File: config.mk
export PLATFORM = sky130hd
export DESIGN_NAME = smstep_ctrl
export DESIGN_NICKNAME = d
export VERILOG_FILES = /design/src/smstep_pkg.sv /design/src/smstep_ctrl.sv
export SDC_FILE = /design/constraint.sdc
export NUM_CORES = 1
export LEC_CHECK = 0
export ABC_AREA = 1
export ABC_CLOCK_PERIOD_IN_PS = 3200
export BUFFER_PORTS_ARGS = -buffer_cell sky130_fd_sc_hd__buf_2
export CORE_AREA = 2 2 39 41
export CTS_BUF_LIST = sky130_fd_sc_hd__clkbuf_16
export CTS_CLUSTER_SIZE = 25
export DETAILED_ROUTE_END_ITERATION = 8
export DIE_AREA = 0 0 41 43
export PLACE_DENSITY_LB_ADDON = 0.1
export SLEW_MARGIN = 25
export SYNTH_ARGS = -nofsm -noshare
export SYNTH_HDL_FRONTEND = slang
export SYNTH_SLANG_ARGS = --single-unit
File: constraint.sdc
create_clock -name clk -period 3.2 [get_ports clk]
set_clock_uncertainty 0.15 [all_clocks]
set_input_delay 0.8 -clock clk [delete_from_list [all_inputs] [get_ports clk]]
set_output_delay 0.8 -clock clk [all_outputs]
set_load 0.03 [all_outputs]
File: src/smstep_pkg.sv
// package for the stack machine execution core
// opcode, trap codes and shared command/status types; no dependencies
`timescale 1ns / 1ps

package smstep_pkg;

	localparam int DefStackDepth   = 128;
	localparam int DefProgramDepth = 128;
	localparam int DefDataWidth    = 32;
	localparam int OpWidth         = 4;
	localparam int OperandWidth    = 32;
	localparam int TrapWidth       = 3;
	localparam int PcWidth         = 7;
	localparam int DepthWidth      = 8;
	localparam int TopWidth        = 32;

	typedef enum logic [OpWidth-1:0] {
		OP_PUSH  = 4'd0,
		OP_POP   = 4'd1,
		OP_ADD   = 4'd2,
		OP_SUB   = 4'd3,
		OP_DIV   = 4'd4,
		OP_MUL   = 4'd5,
		OP_HALT  = 4'd6,
		OP_JMP   = 4'd7,
		OP_EQ    = 4'd8,
		OP_GT    = 4'd9,
		OP_LT    = 4'd10,
		OP_JMPIF = 4'd11
	} opcode_t;

	typedef enum logic [TrapWidth-1:0] {
		TRAP_OK        = 3'd0,
		TRAP_OVERFLOW  = 3'd1,
		TRAP_UNDERFLOW = 3'd2,
		TRAP_BAD_OP    = 3'd3,
		TRAP_BAD_ADDR  = 3'd4,
		TRAP_DIV_ZERO  = 3'd5
	} trap_t;

	// commands from the controller to the datapath
	typedef struct packed {
		logic load;      // capture instruction, start stack reads
		logic exec;      // evaluate and commit (not for div)
		logic div_start; // launch divider
		logic div_commit;// commit divider result
	} dp_cmd_t;

	// status from the datapath to the controller
	typedef struct packed {
		logic div_needed; // instruction is a legal divide
		logic div_done;
	} dp_stat_t;

endpackage

File: src/smstep_ctrl.sv
// controller: handshake and sequencing of load, execute and divide
// depends on smstep_pkg
`timescale 1ns / 1ps

module smstep_ctrl (
	input  logic                 clk,
	input  logic                 arst_n,
	input  logic                 in_valid,
	output logic                 in_ready,
	output logic                 out_valid,
	input  logic                 out_ready,
	output smstep_pkg::dp_cmd_t  cmd,
	input  smstep_pkg::dp_stat_t stat
);
	typedef enum logic [1:0] {S_IDLE, S_EXEC, S_DIV} state_t;
	state_t state_q;
	logic   ovalid_q, dstart_q;

	// next item accepted in idle once the last result is taken or leaving
	assign in_ready = state_q == S_IDLE && (!ovalid_q || out_ready);
	assign out_valid = ovalid_q;

	always_comb begin
		cmd.load       = in_valid && in_ready;
		cmd.exec       = state_q == S_EXEC && !stat.div_needed;
		cmd.div_start  = state_q == S_EXEC && stat.div_needed;
		cmd.div_commit = state_q == S_DIV && stat.div_done;
	end

	always_ff @(posedge clk or negedge arst_n) begin
		if (!arst_n) begin
			state_q  <= S_IDLE;
			ovalid_q <= 1'b0;
			dstart_q <= 1'b0;
		end else begin
			dstart_q <= cmd.div_start;
			if (out_ready) ovalid_q <= 1'b0;
			unique case (state_q)
				S_IDLE: if (cmd.load) state_q <= S_EXEC;
				S_EXEC: begin
					if (stat.div_needed) state_q <= S_DIV;
					else begin state_q <= S_IDLE; ovalid_q <= 1'b1; end
				end
				S_DIV: if (stat.div_done) begin state_q <= S_IDLE; ovalid_q <= 1'b1; end
				default: state_q <= S_IDLE;
			endcase
		end
	end

	a_one_cmd: assert property (@(posedge clk) disable iff (!arst_n)
		$countones({cmd.load, cmd.exec, cmd.div_start, cmd.div_commit}) <= 1)
		else $error("overlapping commands");
	a_div_after: assert property (@(posedge clk) disable iff (!arst_n)
		dstart_q |-> state_q == S_DIV) else $error("divide not tracked");
	a_no_load_busy: assert property (@(posedge clk) disable iff (!arst_n)
		state_q != S_IDLE |-> !cmd.load) else $error("load while busy");
endmodule

==> impl_metrics.json, run 1 <==
{
  "fin_tns_setup_ps": 0,
  "syn-num-nets": 45,
  "dr.pass1.iters": 2,
  "path_class": "register to output port",
  "start_util_pct": 17.4,
  "synth_cell_types": 12,
  "syn_to_final_growth_pct": 64.1,
  "num_rows": 14,
  "cp.required_ps": 2250,
  "synth_edf_count": 0,
  "clk_path_buf_depth": 2,
  "cts_hold_buf": 0,
  "clockRootBuffer": "clkbuf_16",
  "overflow": 0,
  "synth_top_cell_area_share_pct": 31.3,
  "dp_hpwl_um": 465,
  "hold_path_class": "primary input to asynchronous set/reset pin",
  "yosys_warnings": 0,
  "synth_flop_cell": "dfrtp_1",
  "cts-htree-levels": 1,
  "rsz0062_at_grt": "false",
  "drc": 0,
  "antennaDiodeCount": 0,
  "netlist_area_um2": 240,
  "dp_slack_ps": 939,
  "core_mm2": 0.00138,
  "power_leakage_uw": 0.000246,
  "yosysSeqAreaShare_pct": 31.3,
  "grt_pass1_vias": 248,
  "placed_cell_area_um2": 315,
  "drive_above_1_share_pct": 31.4,
  "gp_congestion": 0.622,
  "postRouteWirelength_um": 531,
  "setup_viol": 0,
  "synthCells": 36,
  "chipHeight_um": 43,
  "yosys-top-cells-count": "inv_1, nand2_1, dfrtp_1, ha_1",
  "io_buffers": 11,
  "grt_max_degree": 5,
  "final_nets": 61,
  "stdcell_count": 67,
  "clk_pin_slew_ps": 30,
  "post-route-period-util_pct": 71.8,
  "cts_buffers": 3,
  "ys_top_cells_by_area": "dfrtp_1, ha_1, inv_1",
  "via_count": 257,
  "placedCellCount": 63,
  "path_cells": "inv_1 -> ha_1 -> inv_1 -> nor3_1 -> buf_2",
  "ys_ff_latch": 3,
  "routedWlPerCell_um": 7.93,
  "path_max_fanout": 3,
  "antenna_found_initial": 0,
  "cp.arrival_ps": 1350,
  "fmax_mhz": 435,
  "cap_violations": 0,
  "postLayoutSetupSlackWorst_ps": 902,
  "dieWidth_um": 41,
  "finalHoldViolCount": 0,
  "powerDensity_mw_per_mm2": 1220,
  "drt_iter0_drc": 6,
  "async_reset_ff_share_pct": 100,
  "clock_sinks": 3,
  "crit_path_max_incr_delay_ps": 390,
  "tritoncts": "done",
  "syn_avg_cell_area_um2": 6.67,
  "start_kind": "register",
  "fin_hold_ws_ps": 215,
  "setup.worst_path.end_class": "output port",
  "fill_cells": 163,
  "outcome": "complete, no violations",
  "dieArea_mm2": 0.00176,
  "cp_slowest_cell": "dfrtp_1",
  "via_per_inst": 3.84,
  "crit_path_frequent_cell": "inv_1",
  "drv_slew": 0,
  "vdd_drop_max_v": 0.000270,
  "yosysMostFrequentCell": "inv_1",
  "ant_nets": 0,
  "yosys.area.top_type": "dfrtp_1",
  "cts_setup_buffers": 0,
  "ctsResizeCount": 0,
  "ioPinCount": 12,
  "clkLatencyLatePin_ps": 220,
  "grt_pass1_wl_um": 945,
  "relSlewSlack_pct": 88.7,
  "finalCriticalPeriod_ps": 2300,
  "design_area_um2": 394,
  "worst_pin_slew_ps": 167,
  "grtUsageTotal_pct": 8.13
}
## cells by family after synthesis
group | Yosys count | synth area share, %
DFF | 3 | 31.2
and+or+nand+nor | 17 | 31.3
adders and majority gates | 3 | 15.6
AOI/OAI and AO/OA | 3 | 6.25
buffers and inverters | 10 | 15.6
## worst paths after layout
path / from / endpoint / slack (ps) / depth (start not counted)
min in group clk: state_q[0]$_DFFE_PN0P_ / state_q[0]$_DFFE_PN0P_ / 370 / 2
max: state_q[0]$_DFFE_PN0P_ / cmd[3] / 900 / 5
max reg2reg: state_q[0]$_DFFE_PN0P_ / out_valid$_DFF_PN0_ / 1870 / 6
max in group asynchronous: arst_n / state_q[0]$_DFFE_PN0P_ / 2580 / 1
min: arst_n / state_q[1]$_DFFE_PN0P_ / 210 / 1
min reg2reg: state_q[0]$_DFFE_PN0P_ / state_q[0]$_DFFE_PN0P_ / 370 / 2
## critical path: cells and delay by family (launching register included)
family | cells | cell delay [ps]
flops | 1 | 390
buf+inv | 3 | 380
fa+ha+maj | 1 | 190
simple gates | 1 | 160
## per-layer routing
metal	vias to the layer above	track usage [%]	share of wire, %
li1	139	-	-
met1	109	9.97	47
met2	7	10.9	47
met3	2	3.14	2.4
met4	0	6.00	2.8
met5	-	0	0
## final cells by class
cell class / instances / area, µm² / area share (%)
clock buffers: 3 / 75.1 / 19.0
clock inverters: 1 / 3.75 / 0.952
inverters: 10 / 37.5 / 9.52
multi-input cells: 23 / 128 / 32.4
flip-flops and latches: 3 / 75.1 / 19.0
well taps: 16 / 20.0 / 5.08
repair buffers: 11 / 55.1 / 14.0
## cells in the final DEF, fill, tap and decap left out, drive strengths merged
master | netlist | routed
inv | 10 | 11
buf | 0 | 11
nand2 | 10 | 10
ha | 3 | 3
clkbuf | 0 | 3
dfrtp | 3 | 3
nor2 | 3 | 3
o21ai | 3 | 3
nand3 | 2 | 2
nor3 | 1 | 1
nand4 | 1 | 1
## where the power goes
group          total (µW)  internal (µW)  switching, µW
Sequential           70.7           56.4           14.3
Clock                 194            161           32.8
Combinational         217           69.1            148
Total                 482            287            195
## through the flow
stage	total power (µW)	utilization, %
6_report	482	28.5
5_1_grt	525	28.5
4_1_cts	486	28.5
3_5_place_dp	291	22.8
3_3_place_gp	299	22.8
2_1_floorplan	234	-
## sequential cells by signal, summed over array words and instances, names as in the netlist
| name | cells |
|---|---|
| state_q | 2 |
| out_valid | 1 |
(Power assumes the default switching activity.)
==> run 2: changes to the inputs <==
--- a/config.mk
+++ b/config.mk
@@ -5,8 +5,8 @@
 export SDC_FILE = /design/constraint.sdc
 export NUM_CORES = 1
 export LEC_CHECK = 0
-export ABC_AREA = 1
-export ABC_CLOCK_PERIOD_IN_PS = 3200
+export ABC_AREA = 0
+export ABC_CLOCK_PERIOD_IN_PS = 2400
 export BUFFER_PORTS_ARGS = -buffer_cell sky130_fd_sc_hd__buf_2
 export CORE_AREA = 2 2 39 41
 export CTS_BUF_LIST = sky130_fd_sc_hd__clkbuf_16
==> constraint.sdc (replaced) <==
create_clock -name clk -period 2.4 [get_ports clk]
set_clock_uncertainty 0.15 [all_clocks]
set_input_delay 0.6 -clock clk [delete_from_list [all_inputs] [get_ports clk]]
set_output_delay 0.6 -clock clk [all_outputs]
set_load 0.03 [all_outputs]
==> impl_metrics.json, run 2 <==
{
  "antenna_found_initial": 0,
  "yosys.area_share.adder_pct": 14.9,
  "ioPinCount": 12,
  "grt.met2_usage_pct": 10.9,
  "path_max_fanout": 3,
  "clockRootBuffer": "clkbuf_16",
  "drt_iter0_drc": 3,
  "synth_xor_area_share_pct": 0,
  "dr.pass1.iters": 2,
  "fmax_mhz": 494,
  "via_count": 221,
  "cts_setup_buffers": 0,
  "worst_pin_slew_ps": 156,
  "io_buffers": 11,
  "cts_buffers": 3,
  "powerDensity_mw_per_mm2": 1620,
  "yosysSeqAreaShare_pct": 29.7,
  "synthCells": 26,
  "syn-num-nets": 35,
  "syn_avg_cell_area_um2": 9.72,
  "netlist_area_um2": 253,
  "cap_violations": 0,
  "clk_path_buf_depth": 2,
  "gp_congestion": 0.729,
  "syn_to_final_growth_pct": 60.9,
  "final_cell_mix": "buf_2, inv_1, ha_1, clkbuf_16, dfrtp_1",
  "rsz0062_at_grt": "false",
  "synth_top_cell_area_share_pct": 29.7,
  "num_rows": 14,
  "relSlewSlack_pct": 89.6,
  "grt_max_degree": 7,
  "synth_compound_area_share_pct": 17.8,
  "postRouteWirelength_um": 562,
  "yosys_warnings": 0,
  "clkLatencyLatePin_ps": 220,
  "via_per_inst": 3.88,
  "cp.required_ps": 1650,
  "top_usage_layer": "met2",
  "synth_edf_count": 0,
  "hold_path_class": "primary input to asynchronous set/reset pin",
  "antennaDiodeCount": 0,
  "placed_cell_area_um2": 328,
  "synth_top_family_by_area": "simple AND/OR/NAND/NOR gates",
  "async_reset_ff_share_pct": 100,
  "grt_pass1_vias": 239,
  "synthMuxAreaShare_pct": 5.94,
  "largest_reg_flops": 2,
  "dieWidth_um": 41,
  "finalCriticalPeriod_ps": 2020,
  "drv_slew": 0,
  "setup.worst_path.end_class": "output port",
  "crit-reg2reg-launch": "state_q[0]$_DFFE_PN0P_",
  "critPathLaunch": "state_q[0]$_DFFE_PN0P_",
  "outcome": "complete, no violations",
  "cp.arrival_ps": 1270,
  "cts-htree-levels": 1,
  "routedWlPerCell_um": 9.86,
  "fin_tns_setup_ps": 0,
  "yosys-top-cells-count": "inv_1, dfrtp_1, ha_1",
  "grtUsageTotal_pct": 7.82,
  "chipHeight_um": 43,
  "fin_hold_ws_ps": 18.9,
  "synthSimpleGateAreaFrac_pct": 25.7,
  "start_kind": "register",
  "power_leakage_uw": 0.000228,
  "dp_hpwl_um": 464,
  "finalHoldViolCount": 0,
  "design_area_um2": 407,
  "final_common_cell": "buf_2",
  "vdd_drop_max_v": 0.000284,
  "ant_nets": 0,
  "tritoncts": "done",
  "final_nets": 51,
  "setup_viol": 0,
  "start_util_pct": 18.3,
  "cts_hold_buf": 0,
  "synth_cell_types": 18,
  "clock_sinks": 3,
  "drive_above_1_share_pct": 46.3,
  "clk_pin_slew_ps": 30,
  "dieArea_mm2": 0.00176,
  "ys_ff_latch": 3,
  "post-route-period-util_pct": 84.4,
  "synth_flop_cell": "dfrtp_1",
  "largest_register": "state_q",
  "overflow": 0,
  "drc": 0,
  "use_met3_pct": 1.57,
  "yosysMostFrequentCell": "inv_1",
  "core_mm2": 0.00138,
  "grt_pass1_wl_um": 931,
  "yosys.area.top_type": "dfrtp_1",
  "path_class": "register to output port",
  "ctsResizeCount": 0,
  "ys_top_cells_by_area": "dfrtp_1, ha_1, inv_1",
  "grt_use_met1_pct": 9.90
}
## run 2: final cells by class
class,count,area [µm²]
Fill cell,151,977
Multi-Input combinational cell,19,163
Sequential cell,3,75.1
Clock buffer,3,75.1
Timing Repair Buffer,11,55.1
Tap cell,16,20.0
Inverter,4,15.0
Clock inverter,1,3.75
## run 2: report_power, final
group,switching [µW],total [µW],internal (µW)
clock,43.3,258,215
sequential,22.6,96.4,73.8
combinational,180,304,124
total,246,658,412
## run 2: cell families after synthesis
logic type	after synthesis
and+or+nand+nor	9
buffers and inverters	4
AOI/OAI and AO/OA	6
adders and majority gates	3
DFF	3
muxes	1
## run 2: worst paths after layout
path / endpoint / slack (ps) / cells after the start
max: cmd[0] / 380 / 4
min: out_valid$_DFF_PN0_ / 20 / 1
max reg2reg: state_q[1]$_DFFE_PN0P_ / 860 / 5
min reg2reg: state_q[1]$_DFFE_PN0P_ / 410 / 1
max in group asynchronous: state_q[0]$_DFFE_PN0P_ / 1970 / 1
min in group clk: state_q[1]$_DFFE_PN0P_ / 410 / 1
## run 2: stage by stage
| step | power [µW] | setup WS, ps | utilization (%) | cells |
|---|---|---|---|---|
| after floorplan | 330 | 585 | - | 26 |
| after global placement | 404 | 451 | 23.7 | 53 |
| after detailed placement | 405 | 446 | 23.7 | 53 |
| after CTS | 669 | 369 | 29.4 | 57 |
| after global routing | 714 | 309 | 29.4 | 57 |
| final | 658 | 375 | 29.4 | 57 |
## run 2: routing by layer
metal	vias to the layer above	part of all wire, %
met5	-	0
met4	0	0
met3	0	3.6
met2	5	52
met1	101	44
li1	115	-
## run 2: critical path: stages (launching register included)
cell,delay [ps]
dfrtp_1,380
inv_1,80
ha_1,230
and2_2,190
buf_2,170
